### config.mk
export PLATFORM = sky130hd
export DESIGN_NAME = touch_tap_long_press_classifier
export DESIGN_NICKNAME = d
export VERILOG_FILES = /design/src/hdl/ttlp_pkg.sv /design/src/hdl/ttlp_cfg.sv /design/src/hdl/ttlp_core.sv /design/src/hdl/touch_tap_long_press_classifier.sv
export SDC_FILE = /design/constraint.sdc
export NUM_CORES = 1
export LEC_CHECK = 0
export BUFFER_PORTS_ARGS = -buffer_cell sky130_fd_sc_hd__buf_2
export CAP_MARGIN = 10
export CORE_ASPECT_RATIO = 0.8
export CORE_UTILIZATION = 35
export DETAILED_ROUTE_END_ITERATION = 7
export GPL_TIMING_DRIVEN = 0
export MAX_ROUTING_LAYER = met4
export SLEW_MARGIN = 20
export SYNTH_ARGS = -nofsm -noshare
export SYNTH_HDL_FRONTEND = slang
export SYNTH_SLANG_ARGS = --single-unit
### constraint.sdc
create_clock -name clk -period 9.96 [get_ports clk]
set_input_delay 0.498 -clock clk [delete_from_list [all_inputs] [get_ports clk]]
set_output_delay 0.498 -clock clk [all_outputs]
set_load 0.02 [all_outputs]
### src/hdl/ttlp_pkg.sv
// Shared types and constants for the touch tap / long-press classifier.
// No dependencies; imported by every module of the block.
`default_nettype none

package ttlp_pkg;

  // Default coordinate width
  localparam int COORD_BITS_DEF = 10;

  // Configuration register reset values
  localparam logic [9:0]  SCREEN_W_RST  = 10'd240;
  localparam logic [9:0]  HOT_W_RST     = 10'd48;
  localparam logic [9:0]  HOT_H_RST     = 10'd53;
  localparam logic [15:0] LONG_MS_RST   = 16'd850;
  localparam logic [15:0] TAP_MAX_RST   = 16'd600;
  localparam logic [15:0] TAP_GAP_RST   = 16'd250;

  localparam int CFG_ADDR_BITS = 3;
  localparam int CFG_DATA_BITS = 16;

  // Register indexes on the configuration channel
  typedef enum logic [CFG_ADDR_BITS-1:0] {
    REG_SCREEN_WIDTH  = 3'd0,
    REG_HOT_WIDTH     = 3'd1,
    REG_HOT_HEIGHT    = 3'd2,
    REG_LONG_PRESS_MS = 3'd3,
    REG_TAP_MAX_MS    = 3'd4,
    REG_TAP_GAP_MS    = 3'd5
  } reg_idx_t;

  // Gesture codes
  localparam logic [1:0] GEST_NONE = 2'd0;
  localparam logic [1:0] GEST_LONG = 2'd1;
  localparam logic [1:0] GEST_TAP  = 2'd2;

  // Tap region codes
  localparam logic [1:0] REGION_OTHER = 2'd0;
  localparam logic [1:0] REGION_LEFT  = 2'd1;
  localparam logic [1:0] REGION_RIGHT = 2'd2;

  // Configuration values as seen by the classifier
  typedef struct packed {
    logic [9:0]  screen_width;
    logic [9:0]  hot_width;
    logic [9:0]  hot_height;
    logic [15:0] long_press_ms;
    logic [15:0] tap_max_ms;
    logic [15:0] tap_gap_ms;
  } cfg_t;

  // Classification result without coordinates
  typedef struct packed {
    logic [1:0] gesture;
    logic [1:0] region;
  } res_t;

endpackage

`default_nettype wire

### src/hdl/ttlp_cfg.sv
// Configuration register file for the touch classifier.
// Depends on ttlp_pkg (register indexes, reset values, cfg_t).
`default_nettype none

module ttlp_cfg
  import ttlp_pkg::*;
(
  input  wire logic                     clk,
  input  wire logic                     rst_n,
  input  wire logic                     cfg_valid,
  output logic                          cfg_ready,
  input  wire logic [CFG_ADDR_BITS-1:0] cfg_addr,
  input  wire logic [CFG_DATA_BITS-1:0] cfg_data,
  output cfg_t                          cfg
);

  cfg_t cfg_r, cfg_nxt;

  assign cfg_ready = 1'b1;
  assign cfg      = cfg_r;

  // Decode one write transfer; unknown indexes are dropped
  always_comb begin
    cfg_nxt = cfg_r;
    if (cfg_valid) begin
      unique case (reg_idx_t'(cfg_addr))
        REG_SCREEN_WIDTH:  cfg_nxt.screen_width  = cfg_data[9:0];
        REG_HOT_WIDTH:     cfg_nxt.hot_width     = cfg_data[9:0];
        REG_HOT_HEIGHT:    cfg_nxt.hot_height    = cfg_data[9:0];
        REG_LONG_PRESS_MS: cfg_nxt.long_press_ms = cfg_data;
        REG_TAP_MAX_MS:    cfg_nxt.tap_max_ms    = cfg_data;
        REG_TAP_GAP_MS:    cfg_nxt.tap_gap_ms    = cfg_data;
        default:           cfg_nxt = cfg_r;
      endcase
    end
  end

  always_ff @(posedge clk) begin
    if (!rst_n) begin
      cfg_r.screen_width  <= SCREEN_W_RST;
      cfg_r.hot_width     <= HOT_W_RST;
      cfg_r.hot_height    <= HOT_H_RST;
      cfg_r.long_press_ms <= LONG_MS_RST;
      cfg_r.tap_max_ms    <= TAP_MAX_RST;
      cfg_r.tap_gap_ms    <= TAP_GAP_RST;
    end else begin
      cfg_r <= cfg_nxt;
    end
  end

endmodule

`default_nettype wire

### src/hdl/ttlp_core.sv
// Gesture state and classification: one sample per step.
// Depends on ttlp_pkg (cfg_t, res_t, gesture and region codes).
`default_nettype none

module ttlp_core
  import ttlp_pkg::*;
#(
  parameter int COORD_BITS = COORD_BITS_DEF
) (
  input  wire logic                  clk,
  input  wire logic                  rst_n,
  input  wire logic                  step,
  input  wire cfg_t                  cfg,
  input  wire logic                  pen_down,
  input  wire logic [COORD_BITS-1:0] touch_x,
  input  wire logic [COORD_BITS-1:0] touch_y,
  input  wire logic [31:0]           time_ms,
  output res_t                       res,
  output logic      [COORD_BITS-1:0] gesture_x,
  output logic      [COORD_BITS-1:0] gesture_y
);

  // Width for signed hotspot compares
  localparam int CW = ((COORD_BITS > 10) ? COORD_BITS : 10) + 2;

  logic                  was_down_r, was_down_nxt;
  logic                  long_fired_r, long_fired_nxt;
  logic [31:0]           press_start_r, press_start_nxt;
  logic [31:0]           last_gest_r, last_gest_nxt;
  logic [COORD_BITS-1:0] last_x_r, last_x_nxt;
  logic [COORD_BITS-1:0] last_y_r, last_y_nxt;

  logic                  press_rise;
  logic [31:0]           hold_diff;
  logic [31:0]           gap_diff;
  logic                  long_hit;
  logic                  tap_hit;
  logic signed [CW-1:0]  rgt_bound;
  logic signed [CW-1:0]  x_s;
  logic [CW-1:0]         x_u, y_u, hw_u, hh_u;
  logic [1:0]            region;

  assign press_rise = pen_down && !was_down_r;
  // A new press restarts the hold timer at zero
  assign hold_diff  = press_rise ? 32'd0 : (time_ms - press_start_r);
  assign gap_diff   = time_ms - last_gest_r;

  assign long_hit = pen_down && (press_rise || !long_fired_r) &&
                    (hold_diff > {16'd0, cfg.long_press_ms});
  assign tap_hit  = !pen_down && was_down_r && !long_fired_r &&
                    (hold_diff < {16'd0, cfg.tap_max_ms}) &&
                    (gap_diff > {16'd0, cfg.tap_gap_ms});

  // Hotspot region of the last down point; right bound may go negative
  assign x_u  = CW'(last_x_r);
  assign y_u  = CW'(last_y_r);
  assign hw_u = CW'(cfg.hot_width);
  assign hh_u = CW'(cfg.hot_height);
  assign x_s  = $signed(x_u);
  assign rgt_bound = $signed(CW'(cfg.screen_width)) - $signed(hw_u);

  always_comb begin
    region = REGION_OTHER;
    if (y_u < hh_u) begin
      priority if (x_u < hw_u) region = REGION_LEFT;
      else if (x_s > rgt_bound) region = REGION_RIGHT;
      else region = REGION_OTHER;
    end
  end

  // Next state
  always_comb begin
    was_down_nxt    = pen_down;
    long_fired_nxt  = press_rise ? 1'b0 : long_fired_r;
    press_start_nxt = press_rise ? time_ms : press_start_r;
    last_gest_nxt   = last_gest_r;
    last_x_nxt      = pen_down ? touch_x : last_x_r;
    last_y_nxt      = pen_down ? touch_y : last_y_r;
    if (long_hit) begin
      long_fired_nxt = 1'b1;
      last_gest_nxt  = time_ms;
    end
    if (tap_hit) begin
      last_gest_nxt = time_ms;
    end
  end

  // Result of this sample
  always_comb begin
    res.gesture = GEST_NONE;
    res.region  = REGION_OTHER;
    gesture_x   = '0;
    gesture_y   = '0;
    if (long_hit) begin
      res.gesture = GEST_LONG;
      gesture_x   = last_x_nxt;
      gesture_y   = last_y_nxt;
    end else if (tap_hit) begin
      res.gesture = GEST_TAP;
      res.region  = region;
      gesture_x   = last_x_r;
      gesture_y   = last_y_r;
    end
  end

  always_ff @(posedge clk) begin
    if (!rst_n) begin
      was_down_r    <= 1'b0;
      long_fired_r  <= 1'b0;
      press_start_r <= '0;
      last_gest_r   <= '0;
      last_x_r      <= '0;
      last_y_r      <= '0;
    end else if (step) begin
      was_down_r    <= was_down_nxt;
      long_fired_r  <= long_fired_nxt;
      press_start_r <= press_start_nxt;
      last_gest_r   <= last_gest_nxt;
      last_x_r      <= last_x_nxt;
      last_y_r      <= last_y_nxt;
    end
  end

`ifndef NO_ASSERTIONS
  // A reported long press arms the fired flag
  a_long_arms: assert property (@(posedge clk) disable iff (!rst_n)
    step && res.gesture == GEST_LONG |=> long_fired_r)
    else $error("long press did not set fired flag");

  // Two consecutive samples never both report a long press
  a_long_once: assert property (@(posedge clk) disable iff (!rst_n)
    step && res.gesture == GEST_LONG |=> !(step && res.gesture == GEST_LONG))
    else $error("long press reported twice in a row");

  // Any gesture stamps the gesture time with the sample time
  a_gest_time: assert property (@(posedge clk) disable iff (!rst_n)
    step && res.gesture != GEST_NONE |=> last_gest_r == $past(time_ms))
    else $error("gesture time not updated");

  // A tap ends a press: the next state is pen up
  a_tap_up: assert property (@(posedge clk) disable iff (!rst_n)
    step && res.gesture == GEST_TAP |=> !was_down_r && !long_fired_r)
    else $error("tap left pen state inconsistent");
`endif

endmodule

`default_nettype wire

### src/hdl/touch_tap_long_press_classifier.sv
// Touch tap / long-press classifier, top level.
//
// in_*  : one touch sample per transfer. in_tuser = pen_down.
//         in_tdata = touch_x, touch_y, time_ms (lowest bits first).
// out_* : one result per sample. out_tuser = gesture (0 none, 1 long, 2 tap).
//         out_tdata = tap_region, gesture_x, gesture_y (lowest bits first).
// cfg_* : register writes, index in cfg_addr, value in cfg_data; always ready.
//
// A sample passes the input register, then the classifier compare/update that
// feeds the result register, whose valid flag drives out_tvalid. Throughput
// is one sample per cycle unless the receiver stalls; the gesture state
// registers update in the cycle a sample leaves the input register, so the
// next sample sees them. When the receiver stalls, the result register holds
// and the input register still takes one more sample; in_tready drops only
// when both are full. Synchronous reset (rst_n low) empties both registers,
// clears the gesture state and loads the register defaults (240, 48, 53,
// 850, 600, 250). Depends on ttlp_pkg, ttlp_cfg and ttlp_core.
`default_nettype none

module touch_tap_long_press_classifier
  import ttlp_pkg::*;
#(
  parameter int COORD_BITS = COORD_BITS_DEF,
  localparam int IN_FW  = 2 * COORD_BITS + 32,
  localparam int IN_W   = ((IN_FW + 7) / 8) * 8,
  localparam int OUT_FW = 2 + 2 * COORD_BITS,
  localparam int OUT_W  = ((OUT_FW + 7) / 8) * 8
) (
  input  wire logic                     clk,
  input  wire logic                     rst_n,
  // sample channel
  input  wire logic                     in_tvalid,
  output logic                          in_tready,
  input  wire logic [IN_W-1:0]          in_tdata,   // touch_x, touch_y, time_ms, zero fill
  input  wire logic                     in_tuser,   // pen_down
  // result channel
  output logic                          out_tvalid,
  input  wire logic                     out_tready,
  output logic      [OUT_W-1:0]         out_tdata,  // tap_region, gesture_x, gesture_y, zero fill
  output logic      [1:0]               out_tuser,  // gesture
  // configuration channel
  input  wire logic                     cfg_valid,
  output logic                          cfg_ready,
  input  wire logic [CFG_ADDR_BITS-1:0] cfg_addr,
  input  wire logic [CFG_DATA_BITS-1:0] cfg_data
);

  cfg_t                  cfg;
  res_t                  res;
  logic [COORD_BITS-1:0] res_x, res_y;

  logic                  s1_vld_r, s1_vld_nxt;
  logic                  s1_pen_r;
  logic [COORD_BITS-1:0] s1_x_r, s1_y_r;
  logic [31:0]           s1_time_r;

  logic                  out_vld_r, out_vld_nxt;
  res_t                  out_res_r;
  logic [COORD_BITS-1:0] out_x_r, out_y_r;

  logic                  adv;
  logic                  step;
  logic                  in_xfer;

  ttlp_cfg u_cfg (
    .clk       (clk),
    .rst_n     (rst_n),
    .cfg_valid (cfg_valid),
    .cfg_ready (cfg_ready),
    .cfg_addr  (cfg_addr),
    .cfg_data  (cfg_data),
    .cfg       (cfg)
  );

  ttlp_core #(.COORD_BITS(COORD_BITS)) u_core (
    .clk       (clk),
    .rst_n     (rst_n),
    .step      (step),
    .cfg       (cfg),
    .pen_down  (s1_pen_r),
    .touch_x   (s1_x_r),
    .touch_y   (s1_y_r),
    .time_ms   (s1_time_r),
    .res       (res),
    .gesture_x (res_x),
    .gesture_y (res_y)
  );

  // Handshake: result register frees when empty or taken
  assign adv       = !out_vld_r || out_tready;
  assign step      = s1_vld_r && adv;
  assign in_tready = !s1_vld_r || adv;
  assign in_xfer   = in_tvalid && in_tready;

  always_comb begin
    s1_vld_nxt = s1_vld_r;
    if (in_xfer) s1_vld_nxt = 1'b1;
    else if (step) s1_vld_nxt = 1'b0;
    out_vld_nxt = out_vld_r;
    if (step) out_vld_nxt = 1'b1;
    else if (out_tready) out_vld_nxt = 1'b0;
  end

  always_ff @(posedge clk) begin
    if (!rst_n) begin
      s1_vld_r  <= 1'b0;
      out_vld_r <= 1'b0;
    end else begin
      s1_vld_r  <= s1_vld_nxt;
      out_vld_r <= out_vld_nxt;
    end
  end

  // Input register payload
  always_ff @(posedge clk) begin
    if (in_xfer) begin
      s1_pen_r  <= in_tuser;
      s1_x_r    <= in_tdata[COORD_BITS-1:0];
      s1_y_r    <= in_tdata[2*COORD_BITS-1:COORD_BITS];
      s1_time_r <= in_tdata[2*COORD_BITS+31:2*COORD_BITS];
    end
  end

  // Result register payload
  always_ff @(posedge clk) begin
    if (step) begin
      out_res_r <= res;
      out_x_r   <= res_x;
      out_y_r   <= res_y;
    end
  end

  assign out_tvalid = out_vld_r;
  assign out_tuser  = out_res_r.gesture;

  always_comb begin
    out_tdata = '0;
    out_tdata[1:0] = out_res_r.region;
    out_tdata[COORD_BITS+1:2] = out_x_r;
    out_tdata[2*COORD_BITS+1:COORD_BITS+2] = out_y_r;
  end

endmodule

`default_nettype wire

-- Word-level counts from Yosys, hierarchy flattened
Index checks and enable logic that the tools add are counted.
- bits in registers: 243
- input bits: 81
- output and inout bits: 29
- word-level logic and storage cells: 91
- add/sub/neg operators: 3
- order comparisons: 6
- equal/unequal tests: 5
- multiplexer cells: 19
- bitwise logic cells: 2
- reductions and logical operators: 33
- operator list (kind ; count):
    32-bit 2-to-1 mux ; 3
    32-bit by 16-bit greater-than comparator with 1-bit output ; 2
    32-bit subtractor ; 2
    10-bit 2-to-1 mux ; 6
    32-bit by 16-bit less-than comparator with 1-bit output ; 1
    10-bit less-than comparator ; 2
    2-bit AND reduction ; 9
    11-bit by 12-bit greater-than comparator with 1-bit output ; 1
    10-bit by 10-bit subtractor with 11-bit output ; 1
    1-bit logical AND ; 9
    2-bit nonzero test ; 4
    3-bit by 2-bit equality test with 1-bit output, second input constant ; 2
    3-bit equality test, second input constant ; 2
    1-bit 2-to-1 mux ; 6
    2-bit 2-to-1 mux ; 3
    1-bit logical NOT ; 5
    4-bit 2-to-1 mux ; 1
    4-bit OR reduction ; 1
    3-bit by 1-bit equality test with 1-bit output, second input constant ; 1
    3-bit logical NOT ; 1
    1-bit logical OR ; 3
    3-bit OR reduction ; 1
    1-bit inverter ; 2

-- Longest topological paths before layout
Gate-level depths: netlist (run 1).
- depth in word-level cells: 8
- depth in mapped cells: 23
- gate-level depth less buffers: 22

-- Cells and area by module
From an unflattened synthesis (run 1), not the netlist that was laid out.
- cells, all modules: 1705
- area, all modules: 15297.2 um2
- by module, submodules not included (module ; times used ; cells an instance ; area an instance (um2) ; seq. area each (um2)):
    ttlp_core ; 1 ; 1327 ; 9851.9 ; 1721.7
    ttlp_cfg ; 1 ; 289 ; 3010.4 ; 1561.5
    touch_tap_long_press_classifier ; 1 ; 89 ; 2434.8 ; 2352.3

-- Worst setup path before layout (run 1)
No wires, ideal clock.
- kind: flip-flop to flip-flop
- start: register s1_time_r[0]
- end: register out_x_r[0] (data pin)
- library setup time: 0.256 ns
- data arrival time: 3.881 ns
- required time: 9.704 ns
- path slack: 5.823 ns
- stages on the path, launching flop included: 23
- buffers on the path: 1
- clock period less this slack: 4.137 ns
- cell sequence: edfxtp_1 inv_1 ha_1 inv_1 fa_1 a211oi_1 o21ai_0 o21a_1 nand2_1 nand2b_1 a21oi_1 xnor2_1 ha_1 nand3_1 a21oi_1 a211oi_1 a22o_1 nand3_1 nor4_1 o2111ai_1 o221a_2 buf_2 a22o_1
- cells in the longest elaborated chain, start to end: 7
- elaborated cells on any way between the ends: 11
- those cells by class: add/sub: 2; order compare: 3; mux: 3; reduce/logical: 3
- ends and longest elaborated chain (item ; line ; RTL):
    start, declared ; touch_tap_long_press_classifier.sv:55 ; logic [31:0] s1_time_r;
    start signal, assigned ; touch_tap_long_press_classifier.sv:120 ; s1_time_r <= in_tdata[2*COORD_BITS+31:2*COORD_BITS];
    32-bit subtractor ; ttlp_core.sv:45 ; assign hold_diff = press_rise ? 32'd0 : (time_ms - press_start_r);
    32-bit 2-to-1 mux ; ttlp_core.sv:45 ;
    32-bit by 16-bit less-than comparator with 1-bit output ; ttlp_core.sv:51 ; (hold_diff < {16'd0, cfg.tap_max_ms}) &&
    1-bit logical AND ; ttlp_core.sv:50 ; assign tap_hit = !pen_down && was_down_r && !long_fired_r &&
    1-bit logical AND ; ttlp_core.sv:51 ;
    10-bit 2-to-1 mux ; ttlp_core.sv:98 ; end else if (tap_hit) begin
    10-bit 2-to-1 mux * ; ttlp_core.sv:94 ; if (long_hit) begin
    net res_x[0] ; touch_tap_long_press_classifier.sv:50 ; logic [COORD_BITS-1:0] res_x, res_y;
    end signal, assigned ; touch_tap_long_press_classifier.sv:128 ; out_x_r <= res_x;
    end, declared ; touch_tap_long_press_classifier.sv:59 ; logic [COORD_BITS-1:0] out_x_r, out_y_r;
Mark *: on every way through the listed nets, which the timed path passes. The rest lies on a longest branch.
A chain may end at the register's enable or synchronous reset.

-- Final worst setup path (run 1)
- start: register s1_time_r[0]
- end: register out_y_r[5] (data pin)
- cells in the longest elaborated chain, start to end: 7
- elaborated cells on any way between the ends: 11
- those cells by class: add/sub: 2; order compare: 3; mux: 3; reduce/logical: 3
- ends and longest elaborated chain (item ; line ; RTL):
    32-bit subtractor ; ttlp_core.sv:45 ;
    32-bit 2-to-1 mux ; ttlp_core.sv:45 ;
    32-bit by 16-bit less-than comparator with 1-bit output ; ttlp_core.sv:51 ;
    1-bit logical AND ; ttlp_core.sv:50 ;
    1-bit logical AND ; ttlp_core.sv:51 ;
    10-bit 2-to-1 mux ; ttlp_core.sv:98 ;
    10-bit 2-to-1 mux * ; ttlp_core.sv:94 ;
    net res_y[5] ; touch_tap_long_press_classifier.sv:50 ;
    end signal, assigned ; touch_tap_long_press_classifier.sv:129 ; out_y_r <= res_y;
    end, declared ; touch_tap_long_press_classifier.sv:59 ;
Marked as above.

==> summary.md, run 1 <==
| Metric | Value |
|---|---|
| Chip width | `236 um` |
| Vias in the first global route | `around 12000` |
| # resized after CTS | `0` |
| Vias per inst | `5.22` |
| Final nets | `2162` |
| Mapped Avg Cell Area | `8.55 sq um` |
| Leakage power | `6.75 nW` |
| Initial core utilization | `35.6%` |
| Place WS | `4.18 ns` |
| Critical path depth | `20` |
| Final Instance Area | `17600 sq um` |
| CTS tree | `yes` |
| Pre-Repair DR Iteration Count | `7` |
| Worst Path Arrival | `a little over 6 ns` |
| Die area | `~45000 sq um` |
| Worst hold path stage count | `1` |
| Fin worst setup slack | `4.06 ns` |
| Register area | `5640 sq um` |
| CTS Buf Count | `28` |
| Largest net degree at the start of global routing | `33` |
| Worst hold margin | `around 0.11 ns` |
| # rows | `68` |
| Worst-case reg-to-reg path depth | `20` |
| Buf+Inv Stages, Crit Path | `3` |
| Flops & latches, synth | `between 200 and 250` |
| Core area | `between 40000 and 50000 sq um` |
| Placed cell count | `2463` |
| Top-count cell post-synth | `nand2_1` |
| IO Port Bufs | `101` |
| Top cell type's share of synthesized area | `21.6%` |
| Final Hold Viols | `0` |
| FILL cells | `4348` |
| Main synth FF type | `dfxtp_1` |
| Highest Clock Rate | `roughly 170 MHz` |
| Finished Layout Cells | `2515` |
| CP max FO | `10` |
| Sequential area share after synthesis | `36.6%` |
| Setup tns final | `0 ns` |
| # DRC | `0` |
| RePlAce Congestion | `0.905` |
| Yosys cell types | `83` |
| Synth area leader | `dfxtp_1` |
| Grt total ovfl | `0` |
| Synthesized cell area | `15400 sq um` |
| Drt total wl | `around 44000 um` |
| Crit. End Element | `flip-flop` |
| Ratio of cells with drive above 1 in the final layout | `10.4%` |
| Maximum vdd ir drop | `0.000137 V` |
| Relative slew slack | `43.3%` |
| Synth Instances | `1800` |
| Diode count | `0` |
| Final min period | `5.90 ns` |
| I/O pin total | `between 100 and 150` |
| RSZ-0062 raised after global routing | `false` |
| Setup bufs post-CTS | `0` |
| Crit path launch type | `flip-flop` |
| Placed instance area | `approximately 17000 sq um` |
| Worst hold path class | `in -> reg` |
| Post-synth EDFFs | `77` |
| DP HPWL | `34700 um` |
| Crit path cell chain | `inv_1 -> ha_1 -> inv_1 -> fa_1 -> a211oi_1 -> o21ai_0 -> a21o_1 -> nor2_1 -> xnor2_1 -> ha_1 -> a21oi_1 -> nand2_1 -> a211oi_1 -> a22o_1 -> nand3_1 -> nor4_1 -> o2111ai_1 -> o221a_2 -> buf_2 -> a22o_1` |
| Crit path max-delay family | `compound AO/OA/AOI/OAI gates` |
| Pwr/cell area | `157 nW/um^2` |
| H-Tree Depth | `1` |
| CP required | `10.27 ns` |
| Global Route Usage Sum | `19.9%` |
| Iter 0 DRT Violations | `953` |
| Top post-synthesis cells by count | `nand2_1 (372), dfxtp_1 (166), inv_1 (155)` |
| Initial antenna violation count | `0` |
| Worst-Skew Late Latency | `0.57 ns` |
| Maxcap violations | `0` |
| Max Transition Viols Final | `0` |
| Crit-path slowest cell | `nor4_1` |
| Status | `completed` |
| Final core occ | `between 40% and 50%` |
| First-pass GRT wire length | `around 70000 um` |
| Total power | `2.76 mW` |
| Multi-input gate area | `8770 sq um` |
| Clock-pin slew on the worst setup and hold paths | `0.06 ns` |
| Top cells by area, synth | `dfxtp_1 (22%), edfxtp_1 (15%), ha_1 (12%)` |
| Longest Clk Path Bufs | `3` |
| Setup Viol. Count Final | `0` |
| Vias | `around 13000` |
| Hold_buf cts | `0` |
| DIE HEIGHT | `~190 um` |
| CTS Root Buffer Type | `clkbuf_16` |
| Clock sink total | `243` |
| Routed Antenna Nets | `0` |
| Final period util | `about three fifths` |
| Syn-to-layout area delta | `14.4%` |
| Tightest Pin Transition | `0.850 ns` |
| Critical path type | `reg -> reg` |
| Wire per inst | `approximately 17 um` |
| Setup Skew | `0.0211 ns` |
| YS warnings | `0` |
| Async SR Flop Fraction | `0%` |
| CP max stage delay | `0.69 ns` |
## area by class of cell
cell class | count | area share (%)
multi-input combinational | 1319 | 49.8
inverter | 155 | 3.30
sequential | 243 | 32.0
clock inverter | 19 | 1.35
timing repair buffer | 102 | 2.98
clock buffer | 33 | 4.21
buffer | 84 | 2.37
tap | 560 | 3.98
## report_power, final
group	total, mW	internal [mW]	switching (mW)
registers	1.10	1.07	0.0321
clock network	1.10	0.663	0.441
logic	0.559	0.221	0.338
total	2.76	1.95	0.811
## cells in the final DEF, fill, tap and decap left out, types with 29 or more instances in the layout
cell type | Yosys | final
a21oi_1 | 81 | 81
dfxtp_1 | 166 | 166
clkbuf_1 | 64 | 68
clkbuf_16 | 0 | 29
buf_2 | 7 | 108
nand2_1 | 372 | 372
ha_1 | 145 | 145
nand3_1 | 35 | 35
a21boi_0 | 109 | 109
o21ai_0 | 44 | 44
mux2i_1 | 34 | 34
o211ai_1 | 35 | 35
inv_1 | 155 | 155
nor2_1 | 77 | 77
xnor2_1 | 32 | 32
edfxtp_1 | 77 | 77
a21o_1 | 36 | 36
## worst paths after layout
path	from	end	slack [ns]
max	s1_time_r[0]	out_y_r[5]	4.06
min	in_tdata[8]	s1_x_r[8]	0.11
max reg2reg	s1_time_r[0]	out_y_r[5]	4.06
min reg2reg	u_core.last_gest_r[7]	u_core.last_gest_r[7]	0.45
## state kept, by name, summed over array words and instances (netlist names)
signal	flops
s1_vld_r	1
out_y_r	10
u_core.last_y_r	10
u_core.last_gest_r	32
out_tdata	2
u_core.was_down_r	1
u_cfg.cfg	78
s1_y_r	10
s1_x_r	10
out_tuser	2
s1_pen_r	1
s1_time_r	32
u_core.long_fired_r	1
out_x_r	10
u_core.last_x_r	10
u_core.press_start_r	32
out_tvalid	1
## routing by layer
metal	vias up	wire, um	track usage, %
met5	-	0	-
met4	0	862	3.95
met3	62	2600	2.84
met2	359	17900	28.2
met1	6138	22300	29.8
li1	6574	-	-
## worst reg2reg max path, stage by stage (launching register included)
cell and delay [ns]:
edfxtp_1 0.44, inv_1 0.15, ha_1 0.18, inv_1 0.05, fa_1 0.42, a211oi_1 0.32
o21ai_0 0.27, a21o_1 0.28, nor2_1 0.34, xnor2_1 0.23, ha_1 0.32, a21oi_1 0.16
nand2_1 0.06, a211oi_1 0.26, a22o_1 0.21, nand3_1 0.12, nor4_1 0.69, o2111ai_1 0.33
o221a_2 0.38, buf_2 0.22, a22o_1 0.21
## cell families (layout without fill, tap and decap cells)
kind of cell / count (synthesis) / in the layout / share of synthesized area, %
mux: 36 / 36 / 2.36
xor+xnor: 47 / 47 / 2.67
compound gates: 464 / 464 / 21.8
flops: 243 / 243 / 36.6
fa+ha+maj: 149 / 149 / 12.2
simple gates: 620 / 620 / 17.8
buf+inv: 239 / 393 / 6.49
other cells: 2 / 3 / 0.0488
No activity file was read; power rests on OpenSTA's default activity.
==> run 2: changes to the inputs <==
Clock period 9.96 ns to 5.6 ns, I/O delays scaled along.
==> run 2 against run 1 <==
Compared with the run above:
- register-to-register slack worse by 3.7 ns
- cell count up 2.2%
- critical path depth unchanged
- final area up 3.3%
- worst setup slack worse by 3.7 ns
- sequential power up 78%
- hold slack worse by 0.068 ns
- die area unchanged
- sequential cell count unchanged
- clock power up 78%
- maximum frequency up 12%
- global-route usage up 0.19 points
- highest routed layer unchanged
==> summary.md, run 2 (synthesis results as in run 1) <==
| Metric | Value |
|---|---|
| CP Launch Point | `s1_time_r[0]` |
| Final Instance Area | `18200 sq um (+3.3%)` |
| Worst-Skew Late Latency | `0.57 ns (about the same)` |
| Routed Antenna Nets | `0 (unchanged)` |
| Largest net degree at the start of global routing | `33 (unchanged)` |
| H-Tree Depth | `1 (unchanged)` |
| Final nets | `2217 (+2.5%)` |
| Worst-case reg-to-reg path depth | `20 (unchanged)` |
| Placed instance area | `16600 sq um (unchanged)` |
| Highest Clock Rate | `190 MHz (+12%)` |
| CP max FO | `10 (unchanged)` |
| Crit path max-delay family | `compound AO/OA/AOI/OAI gates` |
| # rows | `68 (unchanged)` |
| Syn-to-layout area delta | `18.1%` |
| Chip width | `236 um (unchanged)` |
| Fin worst setup slack | `0.339 ns (-3.72 ns)` |
| Place WS | `-0.175 ns (-4.36 ns)` |
| Crit. End Element | `flip-flop` |
| Diode count | `0 (unchanged)` |
| Worst Path Arrival | `5.57 ns (-0.64 ns)` |
| CP required | `5.91 ns (-4.36 ns)` |
| Commonest cells after routing, fill and taps aside | `nand2_1 (372), dfxtp_1 (166), inv_1 (155)` |
| Crit path launch type | `flip-flop` |
| First-pass GRT wire length | `69200 um (+1.1%)` |
| I/O pin total | `110 (unchanged)` |
| Flip-flop count of the largest register after layout | `78 (unchanged)` |
| CP max stage delay | `0.45 ns (-0.24 ns)` |
| Critical Path End | `out_y_r[5]` |
| Launch point of the worst reg-to-reg path | `s1_time_r[0]` |
| Vias | `13300 (+1.5%)` |
| Reg2reg setup slack | `0.34 ns (-3.72 ns)` |
| Clock sink total | `243 (unchanged)` |
| Worst hold path class | `in -> reg` |
| Finished Layout Cells | `2570 (+2.2%)` |
| Clock-pin slew on the worst setup and hold paths | `0.07 ns (about the same)` |
| Pre-Repair DR Iteration Count | `5 (-2)` |
| Status | `completed` |
| Grt total ovfl | `0 (unchanged)` |
| RSZ-0062 raised after global routing | `false` |
| Global Route Usage Sum | `20.1% (+0.19 points)` |
| Initial antenna violation count | `0 (unchanged)` |
| Setup Skew | `0.0223 ns (+0.00122 ns)` |
| Critical path depth | `20 (unchanged)` |
| Relative slew slack | `44.6% (+1.2 points)` |
| Ratio of cells with drive above 1 in the final layout | `10.3% (-0.14 points)` |
| Vias per inst | `5.19 (-0.64%)` |
| Register area | `5640 sq um (unchanged)` |
| Maximum vdd ir drop | `0.000245 V (+79%)` |
| Iter 0 DRT Violations | `1012 (+6.2%)` |
| DP HPWL | `34700 um (unchanged)` |
| FILL cells | `4311 (-0.85%)` |
| DIE HEIGHT | `190 um (unchanged)` |
| Setup tns final | `0 ns (unchanged)` |
| CTS Root Buffer Type | `clkbuf_16` |
| Commonest non-fill, non-tap cell in the layout | `nand2_1` |
| Final min period | `5.26 ns (-0.636 ns)` |
| Setup Viol. Count Final | `0 (unchanged)` |
| Leakage power | `6.98 nW (+3.5%)` |
| Crit-path slowest cell | `edfxtp_1` |
| Tightest Pin Transition | `0.832 ns (-0.0186 ns)` |
| RR Endpoint | `out_y_r[5]` |
| IO Port Bufs | `101 (unchanged)` |
| CTS tree | `yes` |
| # DRC | `0 (unchanged)` |
| CTS Buf Count | `28 (unchanged)` |
| Wire per inst | `17.2 um (-1.1%)` |
| Core area | `43200 sq um (unchanged)` |
| Max Transition Viols Final | `0 (unchanged)` |
| Vias in the first global route | `12400 (+1.6%)` |
| Maxcap violations | `0 (unchanged)` |
| Buf+Inv Stages, Crit Path | `3 (unchanged)` |
| Critical path type | `reg -> reg` |
| Initial core utilization | `35.6% (unchanged)` |
| Longest Clk Path Bufs | `3 (unchanged)` |
| RePlAce Congestion | `0.905 (unchanged)` |
| Final period util | `93.9% (+35 points)` |
| Multi-input gate area | `8790 sq um (+0.26%)` |
| Crit path cell chain | `inv_1 -> ha_1 -> inv_1 -> fa_1 -> a211oi_2 -> o21ai_1 -> a21o_1 -> nor2_2 -> xnor2_1 -> ha_1 -> a21oi_1 -> nand2_1 -> a211oi_1 -> a22o_1 -> nand3_1 -> nor4_4 -> o2111ai_1 -> o221a_2 -> buf_2 -> a22o_1` |
| Drt total wl | `44100 um (+1.0%)` |
| Final Hold Viols | `0 (unchanged)` |
| Pwr/cell area | `272 nW/um^2 (+73%)` |
| Die area | `44800 sq um (unchanged)` |
| Placed cell count | `2463 (unchanged)` |
[run 2: per-layer routing]
metal	part of all wire [%]	track usage, %	vias to the layer above
li1	-	-	6691
met1	51	29.9	6248
met2	41	28.7	341
met3	5.6	2.86	54
met4	1.9	3.95	0
met5	0	-	-
[run 2: area by class of cell]
cell class	instances	share of cell area [%]
Inverter	155	3.20
Sequential cell	243	31.0
Clock buffer	33	4.07
Clock inverter	19	1.31
Multi-Input combinational cell	1319	48.4
Tap cell	560	3.85
Buffer	84	2.30
Timing Repair Buffer	157	5.92
[run 2: power breakdown]
group          switching [mW]  leakage (nW)  internal [mW]  total (mW)
Clock                   0.783         0.468           1.18        1.96
Combinational           0.610          4.42          0.418        1.03
Sequential             0.0574          2.09           1.90        1.96
Total                    1.45          6.98           3.50        4.95
[run 2: how the worst min path moves through the flow]
stage,from,endpoint,slack (ns),depth (start not counted)
2_1_floorplan,in_tuser,s1_pen_r,0.38,0
3_3_place_gp,u_core.last_gest_r[27],u_core.last_gest_r[27],0.44,2
3_5_place_dp,u_core.last_gest_r[7],u_core.last_gest_r[7],0.45,2
4_1_cts,cfg_data[10],u_cfg.cfg[26],0.002,3
5_1_grt,cfg_data[11],u_cfg.cfg[11],0.02,3
6_report,cfg_data[13],u_cfg.cfg[45],0.04,3
[run 2: tightest hold or removal path: stages]
cell and delay [ns]:
buf_2 0.15, nand2_1 0.07, a21boi_0 0.06
[run 2: stage by stage]
stage / power (mW) / hold slack (ns) / utilization, %
floorplan: 2.68 / 0.379 / -
global placement: 2.96 / 0.444 / 38.4
detailed placement: 2.98 / 0.449 / 38.5
CTS: 4.99 / 0.00216 / 42.0
global route: 5.19 / 0.0192 / 42.1
finish: 4.95 / 0.0398 / 42.1
[run 2: timing repair]
item | 4_1_cts | 5_1_grt
hold buffers | 55 | 0
setup endpoints to repair | 52 | 55
gates resized for setup | 1 | 4
pin swaps | 0 | 0
buffers inserted | 0 | 0
hold endpoints to repair | 56 | 0
